===== config.mk =====
export PLATFORM = sky130hd
export DESIGN_NAME = multi_mode_string_hash_bucket_check
export DESIGN_NICKNAME = d
export VERILOG_FILES = /design/src/rtl/shb_pkg.sv /design/src/rtl/shb_ram.sv /design/src/rtl/shb_fold.sv /design/src/rtl/multi_mode_string_hash_bucket_check.sv
export SDC_FILE = /design/constraint.sdc
export NUM_CORES = 2
export LEC_CHECK = 0
export BUFFER_PORTS_ARGS = -buffer_cell sky130_fd_sc_hd__buf_4
export CAP_MARGIN = 30
export CORE_AREA = 10 10 604 606
export CTS_CLUSTER_DIAMETER = 150
export DETAILED_ROUTE_END_ITERATION = 12
export DIE_AREA = 0 0 614 616
export HOLD_SLACK_MARGIN = 0.15
export SYNTH_ARGS = -nofsm -noshare
export SYNTH_HDL_FRONTEND = slang
export SYNTH_SLANG_ARGS = --single-unit

===== constraint.sdc =====
create_clock -name clk_i -period 7.48 [get_ports clk_i]
set_input_delay 0.748 -clock clk_i [delete_from_list [all_inputs] [get_ports clk_i]]
set_output_delay 0.748 -clock clk_i [all_outputs]
set_load 0.02 [all_outputs]

===== src/rtl/shb_pkg.sv =====
// Shared constants, types and codes of the string hash bucket checker.
// Used by shb_fold and multi_mode_string_hash_bucket_check; no dependencies.
package shb_pkg;

  localparam int unsigned BUCKET_BITS = 11;
  localparam int unsigned MAX_LEN     = 16;

  localparam int unsigned HASH_W  = 64;
  localparam int unsigned CHAR_W  = 7;
  localparam int unsigned COUNT_W = 16;
  localparam int unsigned MODE_W  = 2;
  localparam int unsigned CRC_W   = 16;

  localparam int unsigned LEN_W  = $clog2(MAX_LEN + 1);
  localparam int unsigned BUF_AW = $clog2(MAX_LEN);

  // Occupancy bitmap is stored as rows of ROW_W bits.
  localparam int unsigned ROW_BITS = (BUCKET_BITS >= 6) ? 5 : 2;
  localparam int unsigned ROW_W    = 1 << ROW_BITS;
  localparam int unsigned MAP_AW   = BUCKET_BITS - ROW_BITS;
  localparam int unsigned MAP_ROWS = 1 << MAP_AW;

  localparam int unsigned IN_DATA_W    = ((CHAR_W + 7) / 8) * 8;
  localparam int unsigned OUT_FIELDS_W = BUCKET_BITS + 1 + COUNT_W + 1;
  localparam int unsigned OUT_DATA_W   = ((OUT_FIELDS_W + 7) / 8) * 8;

  localparam logic [CRC_W-1:0] CRC_INIT = 16'hFFFF;
  localparam int unsigned XS_LSHIFT = 13;
  localparam int unsigned XS_RSHIFT = 17;

  typedef enum logic [MODE_W-1:0] {
    MODE_MUL33    = 2'd0,
    MODE_SHXOR    = 2'd1,
    MODE_CRC16    = 2'd2,
    MODE_XORSHIFT = 2'd3
  } hash_mode_e;

  typedef enum logic [2:0] {
    ST_CLEAR,
    ST_IDLE,
    ST_PREP,
    ST_REPLAY,
    ST_LOOKUP,
    ST_UPDATE
  } state_e;

  // Request to the fold unit for one character.
  typedef struct packed {
    hash_mode_e        mode;
    logic              start;
    logic [CHAR_W-1:0] char_code;
  } fold_req_t;

  // Result word, last field (bucket) in the lowest bits.
  typedef struct packed {
    logic                   too_long;
    logic [COUNT_W-1:0]     collision_count;
    logic                   collided;
    logic [BUCKET_BITS-1:0] bucket;
  } result_t;

endpackage


===== src/rtl/shb_ram.sv =====
// Generic single-write, single-read RAM with a registered read port.
// Stand-alone; no package dependency.
module shb_ram #(
  parameter int unsigned WIDTH = 8,
  parameter int unsigned DEPTH = 16
) (
  input  logic                                        clk_i,
  input  logic                                        we_i,
  input  logic [((DEPTH > 1) ? $clog2(DEPTH) : 1)-1:0] waddr_i,
  input  logic [WIDTH-1:0]                            wdata_i,
  input  logic [((DEPTH > 1) ? $clog2(DEPTH) : 1)-1:0] raddr_i,
  output logic [WIDTH-1:0]                            rdata_o
);

  logic [WIDTH-1:0] mem_q [DEPTH];
  logic [WIDTH-1:0] rdata_q;

  always_ff @(posedge clk_i) begin
    if (we_i) begin
      mem_q[waddr_i] <= wdata_i;
    end
    rdata_q <= mem_q[raddr_i];
  end

  assign rdata_o = rdata_q;

endmodule


===== src/rtl/shb_fold.sv =====
// Hash fold unit: folds one character into the accumulator under the selected
// mode, and performs one xorshift replay step. Depends on shb_pkg.
module shb_fold (
  input  shb_pkg::fold_req_t             req_i,
  input  logic [shb_pkg::HASH_W-1:0]     acc_i,
  input  logic [shb_pkg::CHAR_W-1:0]     xs_next_i,
  output logic [shb_pkg::HASH_W-1:0]     fold_o,
  output logic [shb_pkg::HASH_W-1:0]     xs_step_o
);

  logic [shb_pkg::HASH_W-1:0]        base;
  logic [shb_pkg::HASH_W-1:0]        char_ext;
  logic [shb_pkg::CRC_W-1:0]         crc;
  logic [7:0]                        crc_x;
  logic [shb_pkg::CRC_W-1:0]         crc_x_ext;
  logic [shb_pkg::CRC_W-1:0]         crc_next;
  logic [shb_pkg::HASH_W-1:0]        xs_t;
  logic signed [shb_pkg::HASH_W-1:0] xs_s;

  always_comb begin
    // Start of string: load the mode's initial value instead of the accumulator.
    if (req_i.start) begin
      base = (req_i.mode == shb_pkg::MODE_CRC16) ?
             shb_pkg::HASH_W'(shb_pkg::CRC_INIT) : '0;
    end else begin
      base = acc_i;
    end
    char_ext = shb_pkg::HASH_W'(req_i.char_code);

    crc       = base[shb_pkg::CRC_W-1:0];
    crc_x     = crc[15:8] ^ 8'(req_i.char_code);
    crc_x     = crc_x ^ (crc_x >> 4);
    crc_x_ext = shb_pkg::CRC_W'(crc_x);
    crc_next  = (crc << 8) ^ (crc_x_ext << 12) ^ (crc_x_ext << 5) ^ crc_x_ext;

    case (req_i.mode)
      shb_pkg::MODE_MUL33:    fold_o = (base << 5) + base + char_ext;
      shb_pkg::MODE_SHXOR:    fold_o = ((base << 3) ^ base) + char_ext;
      shb_pkg::MODE_CRC16:    fold_o = shb_pkg::HASH_W'(crc_next);
      shb_pkg::MODE_XORSHIFT: fold_o = (base << 5) - base + char_ext;
      default:                fold_o = base;
    endcase
  end

  always_comb begin
    xs_t      = acc_i ^ (acc_i << shb_pkg::XS_LSHIFT);
    xs_s      = xs_t;
    xs_t      = xs_t ^ shb_pkg::HASH_W'(xs_s >>> shb_pkg::XS_RSHIFT);
    xs_step_o = xs_t ^ shb_pkg::HASH_W'(xs_next_i);
  end

endmodule


===== src/rtl/multi_mode_string_hash_bucket_check.sv =====
// String hash bucket checker, top level.
// Depends on shb_pkg, shb_fold and shb_ram (character buffer and occupancy map).
//
// Usage:
//   The slave stream takes one word per character: tdata[6:0] the character,
//   tuser the action (1 = hash, 0 = clear bitmap and count), tlast marks the
//   final character of a string. The master stream returns one word per
//   finished string: bucket, collided flag, collision count, too_long flag.
//   The cfg channel writes the 2-bit hash mode; it is always ready.
//   Throughput: one character per cycle for every character but the last.
//   The last character of a string holds the input off while the map row
//   is read (LOOKUP) and then read-modified-written (UPDATE); its result is
//   registered in UPDATE. In the xorshift mode the end-of-string replay adds
//   a PREP state and then one xorshift step per buffered character, one step
//   per cycle, against the character buffer read port. A string too long for
//   the 16-entry buffer in that mode goes straight to UPDATE and yields a
//   too_long result there, with nothing marked.
//   Clear sweeps the occupancy map one 32-bit row per cycle, all 64 rows,
//   with the input held off. Reset starts the same clearing pass.
//   A result waits in the output register while the receiver stalls; the
//   block keeps taking characters and stalls only when the next result
//   would overwrite an untaken one.
module multi_mode_string_hash_bucket_check (
  input  logic                             clk_i,
  input  logic                             rst_ni,
  // configuration write channel
  input  logic                             cfg_valid_i,
  output logic                             cfg_ready_o,
  input  logic [shb_pkg::MODE_W-1:0]       cfg_data_i,     // hash_mode
  // character stream
  input  logic                             s_axis_tvalid,
  output logic                             s_axis_tready,
  input  logic [shb_pkg::IN_DATA_W-1:0]    s_axis_tdata,   // char_code, zero pad
  input  logic                             s_axis_tuser,   // action
  input  logic                             s_axis_tlast,   // last_char
  // result stream
  output logic                             m_axis_tvalid,
  input  logic                             m_axis_tready,
  output logic [shb_pkg::OUT_DATA_W-1:0]   m_axis_tdata    // bucket, collided,
                                                           // collision_count,
                                                           // too_long, zero pad
);

  shb_pkg::state_e   state_q, state_d;
  shb_pkg::hash_mode_e hash_mode_q;

  logic [shb_pkg::HASH_W-1:0]  acc_q, acc_d;
  logic [shb_pkg::LEN_W-1:0]   len_q, len_d;
  logic                        ovf_q, ovf_d;
  logic [shb_pkg::COUNT_W-1:0] count_q, count_d;
  logic [shb_pkg::MAP_AW-1:0]  clr_row_q, clr_row_d;
  logic [shb_pkg::LEN_W-1:0]   rep_idx_q, rep_idx_d;
  logic                        too_long_q, too_long_d;
  logic                        out_valid_q, out_valid_d;
  shb_pkg::result_t            out_q, out_d;

  // handshake and decode
  logic in_fire;
  logic out_free;
  logic len_full;
  logic ovf_next;
  logic [shb_pkg::LEN_W:0] idx1;
  logic [shb_pkg::LEN_W:0] idx2;
  logic                    rep_done;

  // fold unit
  shb_pkg::fold_req_t         fold_req;
  logic [shb_pkg::HASH_W-1:0] fold_acc;
  logic [shb_pkg::HASH_W-1:0] xs_step;
  logic [shb_pkg::CHAR_W-1:0] xs_next;

  // memories
  logic                         buf_we;
  logic [shb_pkg::BUF_AW-1:0]   buf_waddr;
  logic [shb_pkg::BUF_AW-1:0]   buf_raddr;
  logic [shb_pkg::CHAR_W-1:0]   buf_rdata;
  logic                         map_we;
  logic [shb_pkg::MAP_AW-1:0]   map_waddr;
  logic [shb_pkg::ROW_W-1:0]    map_wdata;
  logic [shb_pkg::MAP_AW-1:0]   map_raddr;
  logic [shb_pkg::ROW_W-1:0]    map_rdata;
  logic [shb_pkg::ROW_BITS-1:0] map_bit;
  logic                         hit;
  logic [shb_pkg::COUNT_W-1:0]  count_inc;

  assign cfg_ready_o   = 1'b1;
  assign s_axis_tready = (state_q == shb_pkg::ST_IDLE);
  assign in_fire       = s_axis_tvalid & s_axis_tready;
  assign out_free      = !out_valid_q | m_axis_tready;
  assign m_axis_tvalid = out_valid_q;
  assign m_axis_tdata  = shb_pkg::OUT_DATA_W'(out_q);

  // A character that finds the buffer full is dropped from it and flags overflow.
  assign len_full = (len_q == shb_pkg::LEN_W'(shb_pkg::MAX_LEN));
  assign ovf_next = ovf_q | len_full;

  // Replay step i folds in buffer entry i+1; entry i+2 is read ahead.
  assign idx1     = {1'b0, rep_idx_q} + (shb_pkg::LEN_W + 1)'(1);
  assign idx2     = {1'b0, rep_idx_q} + (shb_pkg::LEN_W + 1)'(2);
  assign rep_done = (idx1 == {1'b0, len_q});
  assign xs_next  = (idx1 < {1'b0, len_q}) ? buf_rdata : '0;

  assign fold_req.mode      = hash_mode_q;
  assign fold_req.start     = (len_q == '0) & !ovf_q;
  assign fold_req.char_code = s_axis_tdata[shb_pkg::CHAR_W-1:0];

  // Occupancy lookup always addresses the row of the finished hash.
  assign map_raddr = acc_q[shb_pkg::BUCKET_BITS-1:shb_pkg::ROW_BITS];
  assign map_bit   = acc_q[shb_pkg::ROW_BITS-1:0];
  assign hit       = map_rdata[map_bit];
  assign count_inc = (hit && count_q != '1) ? count_q + shb_pkg::COUNT_W'(1) : count_q;

  assign buf_waddr = len_q[shb_pkg::BUF_AW-1:0];

  shb_fold u_fold (
    .req_i     (fold_req),
    .acc_i     (acc_q),
    .xs_next_i (xs_next),
    .fold_o    (fold_acc),
    .xs_step_o (xs_step)
  );

  shb_ram #(
    .WIDTH (shb_pkg::CHAR_W),
    .DEPTH (shb_pkg::MAX_LEN)
  ) u_char_buf (
    .clk_i   (clk_i),
    .we_i    (buf_we),
    .waddr_i (buf_waddr),
    .wdata_i (fold_req.char_code),
    .raddr_i (buf_raddr),
    .rdata_o (buf_rdata)
  );

  shb_ram #(
    .WIDTH (shb_pkg::ROW_W),
    .DEPTH (shb_pkg::MAP_ROWS)
  ) u_occ_map (
    .clk_i   (clk_i),
    .we_i    (map_we),
    .waddr_i (map_waddr),
    .wdata_i (map_wdata),
    .raddr_i (map_raddr),
    .rdata_o (map_rdata)
  );

  // Next state.
  always_comb begin
    state_d = state_q;
    case (state_q)
      shb_pkg::ST_CLEAR: begin
        if (&clr_row_q) begin
          state_d = shb_pkg::ST_IDLE;
        end
      end
      shb_pkg::ST_IDLE: begin
        if (in_fire) begin
          if (!s_axis_tuser) begin
            state_d = shb_pkg::ST_CLEAR;
          end else if (s_axis_tlast) begin
            if (hash_mode_q != shb_pkg::MODE_XORSHIFT) begin
              state_d = shb_pkg::ST_LOOKUP;
            end else if (ovf_next) begin
              state_d = shb_pkg::ST_UPDATE;
            end else begin
              state_d = shb_pkg::ST_PREP;
            end
          end
        end
      end
      shb_pkg::ST_PREP:   state_d = shb_pkg::ST_REPLAY;
      shb_pkg::ST_REPLAY: begin
        if (rep_done) begin
          state_d = shb_pkg::ST_LOOKUP;
        end
      end
      shb_pkg::ST_LOOKUP: state_d = shb_pkg::ST_UPDATE;
      shb_pkg::ST_UPDATE: begin
        if (out_free) begin
          state_d = shb_pkg::ST_IDLE;
        end
      end
      default:            state_d = shb_pkg::ST_CLEAR;
    endcase
  end

  // Datapath and memory control.
  always_comb begin
    acc_d       = acc_q;
    len_d       = len_q;
    ovf_d       = ovf_q;
    count_d     = count_q;
    clr_row_d   = clr_row_q;
    rep_idx_d   = rep_idx_q;
    too_long_d  = too_long_q;
    out_valid_d = out_valid_q;
    out_d       = out_q;
    buf_we      = 1'b0;
    buf_raddr   = '0;
    map_we      = 1'b0;
    map_waddr   = map_raddr;
    map_wdata   = '0;

    // Drop the held result once taken.
    if (out_valid_q && m_axis_tready) begin
      out_valid_d = 1'b0;
    end

    case (state_q)
      shb_pkg::ST_CLEAR: begin
        map_we    = 1'b1;
        map_waddr = clr_row_q;
        clr_row_d = clr_row_q + shb_pkg::MAP_AW'(1);
      end
      shb_pkg::ST_IDLE: begin
        if (in_fire) begin
          if (!s_axis_tuser) begin
            // Clear leaves any string in progress alone.
            count_d   = '0;
            clr_row_d = '0;
          end else begin
            acc_d = fold_acc;
            if (!len_full) begin
              buf_we = 1'b1;
              len_d  = len_q + shb_pkg::LEN_W'(1);
            end else begin
              ovf_d = 1'b1;
            end
            too_long_d = (hash_mode_q == shb_pkg::MODE_XORSHIFT) & ovf_next;
            rep_idx_d  = '0;
          end
        end
      end
      shb_pkg::ST_PREP: begin
        buf_raddr = shb_pkg::BUF_AW'(1);
      end
      shb_pkg::ST_REPLAY: begin
        acc_d     = xs_step;
        rep_idx_d = idx1[shb_pkg::LEN_W-1:0];
        if (idx2 < {1'b0, len_q}) begin
          buf_raddr = idx2[shb_pkg::BUF_AW-1:0];
        end
      end
      shb_pkg::ST_LOOKUP: begin
        // Wait for the map row.
      end
      shb_pkg::ST_UPDATE: begin
        if (out_free) begin
          out_valid_d = 1'b1;
          if (too_long_q) begin
            out_d.bucket          = '0;
            out_d.collided        = 1'b0;
            out_d.collision_count = count_q;
            out_d.too_long        = 1'b1;
          end else begin
            map_we                = 1'b1;
            map_wdata             = map_rdata | (shb_pkg::ROW_W'(1) << map_bit);
            count_d               = count_inc;
            out_d.bucket          = acc_q[shb_pkg::BUCKET_BITS-1:0];
            out_d.collided        = hit;
            out_d.collision_count = count_inc;
            out_d.too_long        = 1'b0;
          end
          acc_d = '0;
          len_d = '0;
          ovf_d = 1'b0;
        end
      end
      default: begin
        clr_row_d = '0;
      end
    endcase
  end

  always_ff @(posedge clk_i or negedge rst_ni) begin
    if (!rst_ni) begin
      state_q     <= shb_pkg::ST_CLEAR;
      hash_mode_q <= shb_pkg::MODE_MUL33;
      acc_q       <= '0;
      len_q       <= '0;
      ovf_q       <= 1'b0;
      count_q     <= '0;
      clr_row_q   <= '0;
      rep_idx_q   <= '0;
      too_long_q  <= 1'b0;
      out_valid_q <= 1'b0;
    end else begin
      state_q     <= state_d;
      if (cfg_valid_i && cfg_ready_o) begin
        hash_mode_q <= shb_pkg::hash_mode_e'(cfg_data_i);
      end
      acc_q       <= acc_d;
      len_q       <= len_d;
      ovf_q       <= ovf_d;
      count_q     <= count_d;
      clr_row_q   <= clr_row_d;
      rep_idx_q   <= rep_idx_d;
      too_long_q  <= too_long_d;
      out_valid_q <= out_valid_d;
    end
  end

  always_ff @(posedge clk_i) begin
    out_q <= out_d;
  end

  // Replay never steps past the buffered characters.
  a_replay_in_range: assert property (@(posedge clk_i) disable iff (!rst_ni)
    state_q == shb_pkg::ST_REPLAY |-> rep_idx_q < len_q)
    else $error("replay index beyond string length");

  // Buffer fill count stays within the buffer.
  a_len_bound: assert property (@(posedge clk_i) disable iff (!rst_ni)
    len_q <= shb_pkg::LEN_W'(shb_pkg::MAX_LEN))
    else $error("string length beyond buffer depth");

  // Count only drops on a clear.
  a_count_monotonic: assert property (@(posedge clk_i) disable iff (!rst_ni)
    !(in_fire && !s_axis_tuser) |=> count_q >= $past(count_q))
    else $error("collision count dropped without clear");

  // An overlong string never marks the map.
  a_too_long_no_mark: assert property (@(posedge clk_i) disable iff (!rst_ni)
    (state_q == shb_pkg::ST_UPDATE && too_long_q) |-> !map_we)
    else $error("overlong string marked the occupancy map");

endmodule


# Word level (Yosys, flattened, before mapping)
# Memory sizes are Yosys's and may differ from the RTL's. A register that Yosys moved wholly into a read port is not among the register bits.
# Cells that the tools add are included.
word_totals:
  register_bits: 133
  ramBits: 2160
  input_bits: 17
  output_inout_bits: 35
  elab_cells: 151
  n_memories: 2
op_classes:
  n_addsub: 10
  magnitude_cmp: 3
  eq_ne: 22
  shift: 1
  n_mux: 62
  bitwise_logic: 16
  reduce_logical: 21
memory_table:
  columns: ["name", "depth", "word_bits", "read_ports", "rd_clocked_by_memory_dff", "write_ports", "line", "text"]
  rows:
  - ["u_occ_map.mem_q", 64, 32, 1, 1, 1, "shb_ram.sv:15", "logic [WIDTH-1:0] mem_q [DEPTH];"]
  - ["u_char_buf.mem_q", 16, 7, 1, 1, 1, "shb_ram.sv:15", null]
ops:
  columns: ["cell", "n"]
  rows:
  - ["64-bit two-way mux", 4]
  - ["64-bit case mux with 4 select lines", 1]
  - ["64-bit by 7-bit adder with 64-bit output", 3]
  - ["64-bit case mux with 3 select lines", 1]
  - ["64-bit XOR", 3]
  - ["16-bit two-way mux", 6]
  - ["32-bit two-way mux", 3]
  - ["64-bit adder", 1]
  - ["64-bit subtractor", 1]
  - ["64-bit by 7-bit XOR with 64-bit output", 1]
  - ["32-bit OR", 1]
  - ["16-bit case mux with 2 select lines", 1]
  - ["1-bit by 5-bit << shifter with 32-bit output, first input constant", 1]
  - ["5-bit two-way mux", 6]
  - ["29-bit two-way mux", 1]
  - ["3-bit two-way mux", 8]
  - ["5-bit case mux with 2 select lines", 2]
  - ["5-bit AND reduction", 4]
  - ["1-bit two-way mux", 18]
  - ["6-bit two-way mux", 3]
  - ["3-bit case mux with 6 select lines", 1]
  - ["6-bit case mux with 3 select lines", 1]
  - ["16-bit by 1-bit adder with 16-bit output, second input constant", 1]
  - ["16-bit inequality test, second input constant", 1]
  - ["41 further kinds", 62]

# Longest topological paths before layout
depth:
  depth_word: 12
  mapped_depth: 28
  ltp_nobuf: 22

# Modules after synthesis
# A second synthesis with hierarchy kept.
unflattened:
  cells_unflattened: 6461
  hier_area_um2: 105125.8
by_module_without_submodules:
  columns: ["module", "instances", "cells_each", "area_per_inst_um2", "seq_area_each_um2"]
  rows:
  - ["shb_ram (u_occ_map)", 1, 3324, 78515.3, 62139.6]
  - ["shb_fold", 1, 2124, 14676.6, 0.0]
  - ["multi_mode_string_hash_bucket_check", 1, 810, 7403.4, 3473.3]
  - ["shb_ram (u_char_buf)", 1, 203, 4530.6, 3503.4]

# Least setup slack after synthesis
# No wires, ideal clock.
synth_path:
  path_kind: "reg2reg"
  from: "register len_q[0] (netlist bit)"
  to: "register acc_q[60] (netlist bit)"
  setup_time_ns: 0.087
  arrival_ns: 5.888
  required_time_ns: 7.393
  setup_slack_ns: 1.505
  path_stages_with_launch: 26
  path_buffers: 6
  synth_period_minus_slack_ns: 5.975
  path_cell_list: "dfrtp_1 -> inv_1 -> ha_1 -> or3b_1 -> buf_6 -> or2_1 -> buf_2 -> buf_2 -> buf_1 -> clkbuf_1 -> clkbuf_1 -> a21oi_1 -> inv_1 -> ha_1 -> fa_1 -> a21oi_1 -> nand4b_1 -> and2_1 -> o41ai_1 -> a21oi_1 -> o41ai_2 -> a31oi_1 -> o21ai_1 -> a31oi_1 -> or3b_1 -> o211ai_1"
synth_between:
  elab_chain_len: 9
synth_lines:
  columns: ["item", "line", "text"]
  rows:
  - ["start: declaration", "multi_mode_string_hash_bucket_check.sv:48", "logic [shb_pkg::LEN_W-1:0] len_q, len_d;"]
  - ["start signal: assignment", "multi_mode_string_hash_bucket_check.sv:293", "len_q <= len_d;"]
  - ["5-bit logical NOT *", "multi_mode_string_hash_bucket_check.sv:104", "assign fold_req.start = (len_q == '0) & !ovf_q;"]
  - ["1-bit AND *", "multi_mode_string_hash_bucket_check.sv:104", null]
  - ["64-bit two-way mux *", "shb_fold.sv:22", "if (req_i.start) begin"]
  - ["64-bit subtractor, or another cell as far along", "shb_fold.sv:40", "shb_pkg::MODE_XORSHIFT: fold_o = (base << 5) - base + char_ext;"]
  - ["64-bit by 7-bit adder with 64-bit output (on tied branches)", "shb_fold.sv:40, shb_fold.sv:37, shb_fold.sv:38", null]
  - ["64-bit case mux with 4 select lines *", "shb_fold.sv:36", "case (req_i.mode)"]
  - ["64-bit two-way mux *", "multi_mode_string_hash_bucket_check.sv:217", "if (!s_axis_tuser) begin"]
  - ["64-bit two-way mux *", "multi_mode_string_hash_bucket_check.sv:216", "if (in_fire) begin"]
  - ["64-bit case mux with 3 select lines *", "multi_mode_string_hash_bucket_check.sv:209", "case (state_q)"]
  - ["end signal: assignment", "multi_mode_string_hash_bucket_check.sv:279", "acc_q <= '0;"]
  - ["end signal: assignment", "multi_mode_string_hash_bucket_check.sv:292", "acc_q <= acc_d;"]
  - ["end: declaration", "multi_mode_string_hash_bucket_check.sv:47", "logic [shb_pkg::HASH_W-1:0] acc_q, acc_d;"]
# Mark *: on every way between the ends. The rest lies on a longest branch, timed or not. The select of a mux whose other input is x is not followed.
# A chain may end at the register's enable or synchronous reset.

# Final worst setup path
layout_path:
  from: "register len_q[1] (netlist bit)"
  to: "register acc_q[63] (netlist bit)"
# The elaborated chain is that of the path after synthesis.

==> reports/metrics.yaml <==
outcome:
  status: "completed"
clocking:
  cts_setup_buffers: 0
  cts_buffer_depth: 4
  clk_pin_slew_worst_paths_ns: 0.06
  cts_tree: "yes"
  clock-sinks: 2332
  cts_root_buf: "clkbuf_16"
  insertion_delay_ns: 0.93
  cts_buffers: 240
  cts.htree.levels: 4
sta:
  relSlewSlack_pct: 31.6
  rsz0062_at_grt: "no"
  slew_violations: 0
  worst_pin_slew_ns: 1.01
  setup_tns_ns: 0
  hold_viol: 0
  period_minus_slack_ns: 6.90
  setup_ws_ns: 0.584
  fmax_mhz: 145
  worst_clock_skew_ns: 0.0961
  setup_viol: 0
  final.period_utilization_pct: 92.2
hold_path:
  hp-start: "s_axis_tdata[0]"
  holdPathStages: 1
  hold-path-endpoint: "u_char_buf.mem_q[15][0]"
  hp-class: "input port to flop"
synth:
  ys_warn_count: 0
  synth.distinct_cells: 97
  ys_ff_latch: 2332
  ys.flop_type: "edfxtp_1"
  synth_area_um2: 105000
  synthArstFlopShare_pct: 4.46
  ys_seq_area_share_pct: 65.7
  synth_cells: 6222
  synth_edf_count: 2189
  postSynthAreaPerCell_um2: 16.9
setup_path:
  cp-end-kind: "flop"
  cp_max_fo: 29
  r2r_cells: 22
  r2r-start: "len_q[1]"
  worstPathRequired_ns: 8.22
  reg2reg_setup_slack_ns: 0.58
  crit_type: "flop to flop"
  cp.arrival_ns: 7.64
  worstSetupStartpointType: "flop"
  rr_endpoint: "acc_q[63]"
global_route:
  overflow: 0
  track_usage_pct: 15.0
  antenna_found_initial: 10
  grt_pass1_wl_um: 424000
  grt_max_degree: 123
  grt_pass1_vias: 59200
routing:
  firstDrtPassIters: 8
  wl_per_cell_um: 26.2
  drtIter0Drc: 7132
  remaining_drc_errors: 0
  wirelength_um: 295000
  num_vias: 59200
  vias_per_cell: 5.27
  antenna_left: 0
cells_and_area:
  nFillCells: 33200
  drive_above_1_share_pct: 22.0
  multi_input_area_um2: 34700
  mostFrequentLayoutCells: "2189 x edfxtp_1, 716 x mux4_2, 319 x nand2_1"
  area_delta_synth_final_pct: 14.0
  seqCellArea_um2: 69100
  nNetsFinal: 6604
  final_common_cell: "edfxtp_1"
floorplan:
  core_um2: 352000
  die_x_um: 614
  io_pins: 52
  start_util_pct: 29.9
  rows: 218
  die-height_um: 616
  die-area_um2: 378000
placement:
  buffer_ports.inserted: 46
  gp_congestion: 0.927
  dp_worst_setup_slack_ns: 0.647
  dpl.hpwl_um: 177000
power:
  max-vdd-ir-drop_uv: 303
  power_density_nw_per_um2: 412
  leakagePower_nw: 39.5
run:
  cap_violations: 0
==> repair_timing <==
item,in CTS,in global routing
hold endpoints to repair,55,0
gates resized for setup,0,0
hold buffers,4,0
==> power by group <==
part | switching (mW) | internal, mW | leakage (nW)
Combinational | 12.9 | 8.37 | 14.7
Clock | 4.96 | 7.02 | 3.83
Sequential | 0.867 | 15.3 | 20.9
==> cells in the mapped netlist, drive strengths merged (56+ instances only) <==
cell type	count	area (µm²)
buf	113	549
xnor2	230	2010
xor2	156	1400
nand3	79	400
ha	270	3380
nor2	326	1240
clkbuf	256	965
edfxtp	2189	65700
nand4	56	350
inv	177	664
a21o	89	668
mux4	716	16100
a21oi	246	1230
dfrtp	104	2600
nor3	62	320
o21ai	209	1050
nand2	320	1200
==> cell families after synthesis <==
logic type / synth area share [%]
flops: 65.7
simple gates: 4.86
compound gates: 5.07
mux: 15.7
buf+inv: 2.08
xor+xnor: 3.27
fa+ha+maj: 3.31
other cells: 0.00714
==> how the worst max path moves through the flow <==
| stage | cells after the start | startpoint | endpoint |
|---|---|---|---|
| floorplan | 25 | len_q[0] | acc_q[60] |
| global placement | 22 | len_q[1] | acc_q[63] |
| detailed placement | 22 | len_q[1] | acc_q[63] |
| CTS | 22 | len_q[1] | acc_q[63] |
| global route | 22 | len_q[1] | acc_q[63] |
| finish | 22 | len_q[1] | acc_q[63] |
==> per-layer routing <==
metal / wire [µm] / global-route usage [%]
met1: 124000 / 20.9
met2: 137000 / 23.8
met3: 22000 / 2.64
met4: 11900 / 5.33
met5: 337 / 0
==> area by class of cell <==
class | instances | share of cell area, %
antenna | 7 | 0.0146
clock buffer | 296 | 5.25
clock inverter | 133 | 1.27
tap | 4730 | 4.93
inverter | 178 | 0.558
multi-input combinational | 3344 | 28.9
timing repair buffer | 216 | 1.46
sequential | 2332 | 57.6
==> through the flow <==
| step | area [µm²] | utilization [%] | hold WS [ns] | std cells | power, mW |
|---|---|---|---|---|---|
| 6_report | 120000 | 34.1 | 0.319 | 11200 | 49.4 |
| 5_1_grt | 120000 | 34.1 | 0.260 | 11200 | 51.6 |
| 4_1_cts | 120000 | 34.1 | 0.249 | 11200 | 49.5 |
| 3_5_place_dp | 112000 | 31.8 | 0.511 | 10800 | 37.4 |
| 3_3_place_gp | 112000 | 31.8 | 0.498 | 10800 | 37.3 |
| 2_1_floorplan | 105000 | - | 0.438 | 6224 | 30.4 |
==> worst max-delay path: stages (launching register included) <==
cell      delay (ns)
dfrtp_1         0.41
inv_1           0.18
ha_1            0.25
or3b_1          0.39
or2_4           0.43
nor2_4          0.46
a21oi_1         0.16
inv_1           0.20
ha_1            0.29
ha_1            0.33
nor2b_1         0.16
o31a_1          0.27
o21ai_0         0.45
a21oi_1         0.13
buf_4           0.18
a221oi_1        0.49
buf_4           0.22
nand4_1         0.34
a21oi_1         0.53
o41ai_1         0.22
o21ai_0         0.35
a21oi_1         0.12
nor3b_1         0.23
==> sequential cells by signal, indices dropped and copies added, names as in the netlist <==
name                flops
m_axis_tdata           29
u_char_buf.rdata_o      7
len_q                   5
hash_mode_q             2
u_char_buf.mem_q      112
u_occ_map.mem_q      2048
clr_row_q               6
state_q                 3
acc_q                  64
count_q                16
ovf_q                   1
too_long_q              1
u_occ_map.rdata_o      32
m_axis_tvalid           1
rep_idx_q               5
Power figures use the tool's default switching activity.
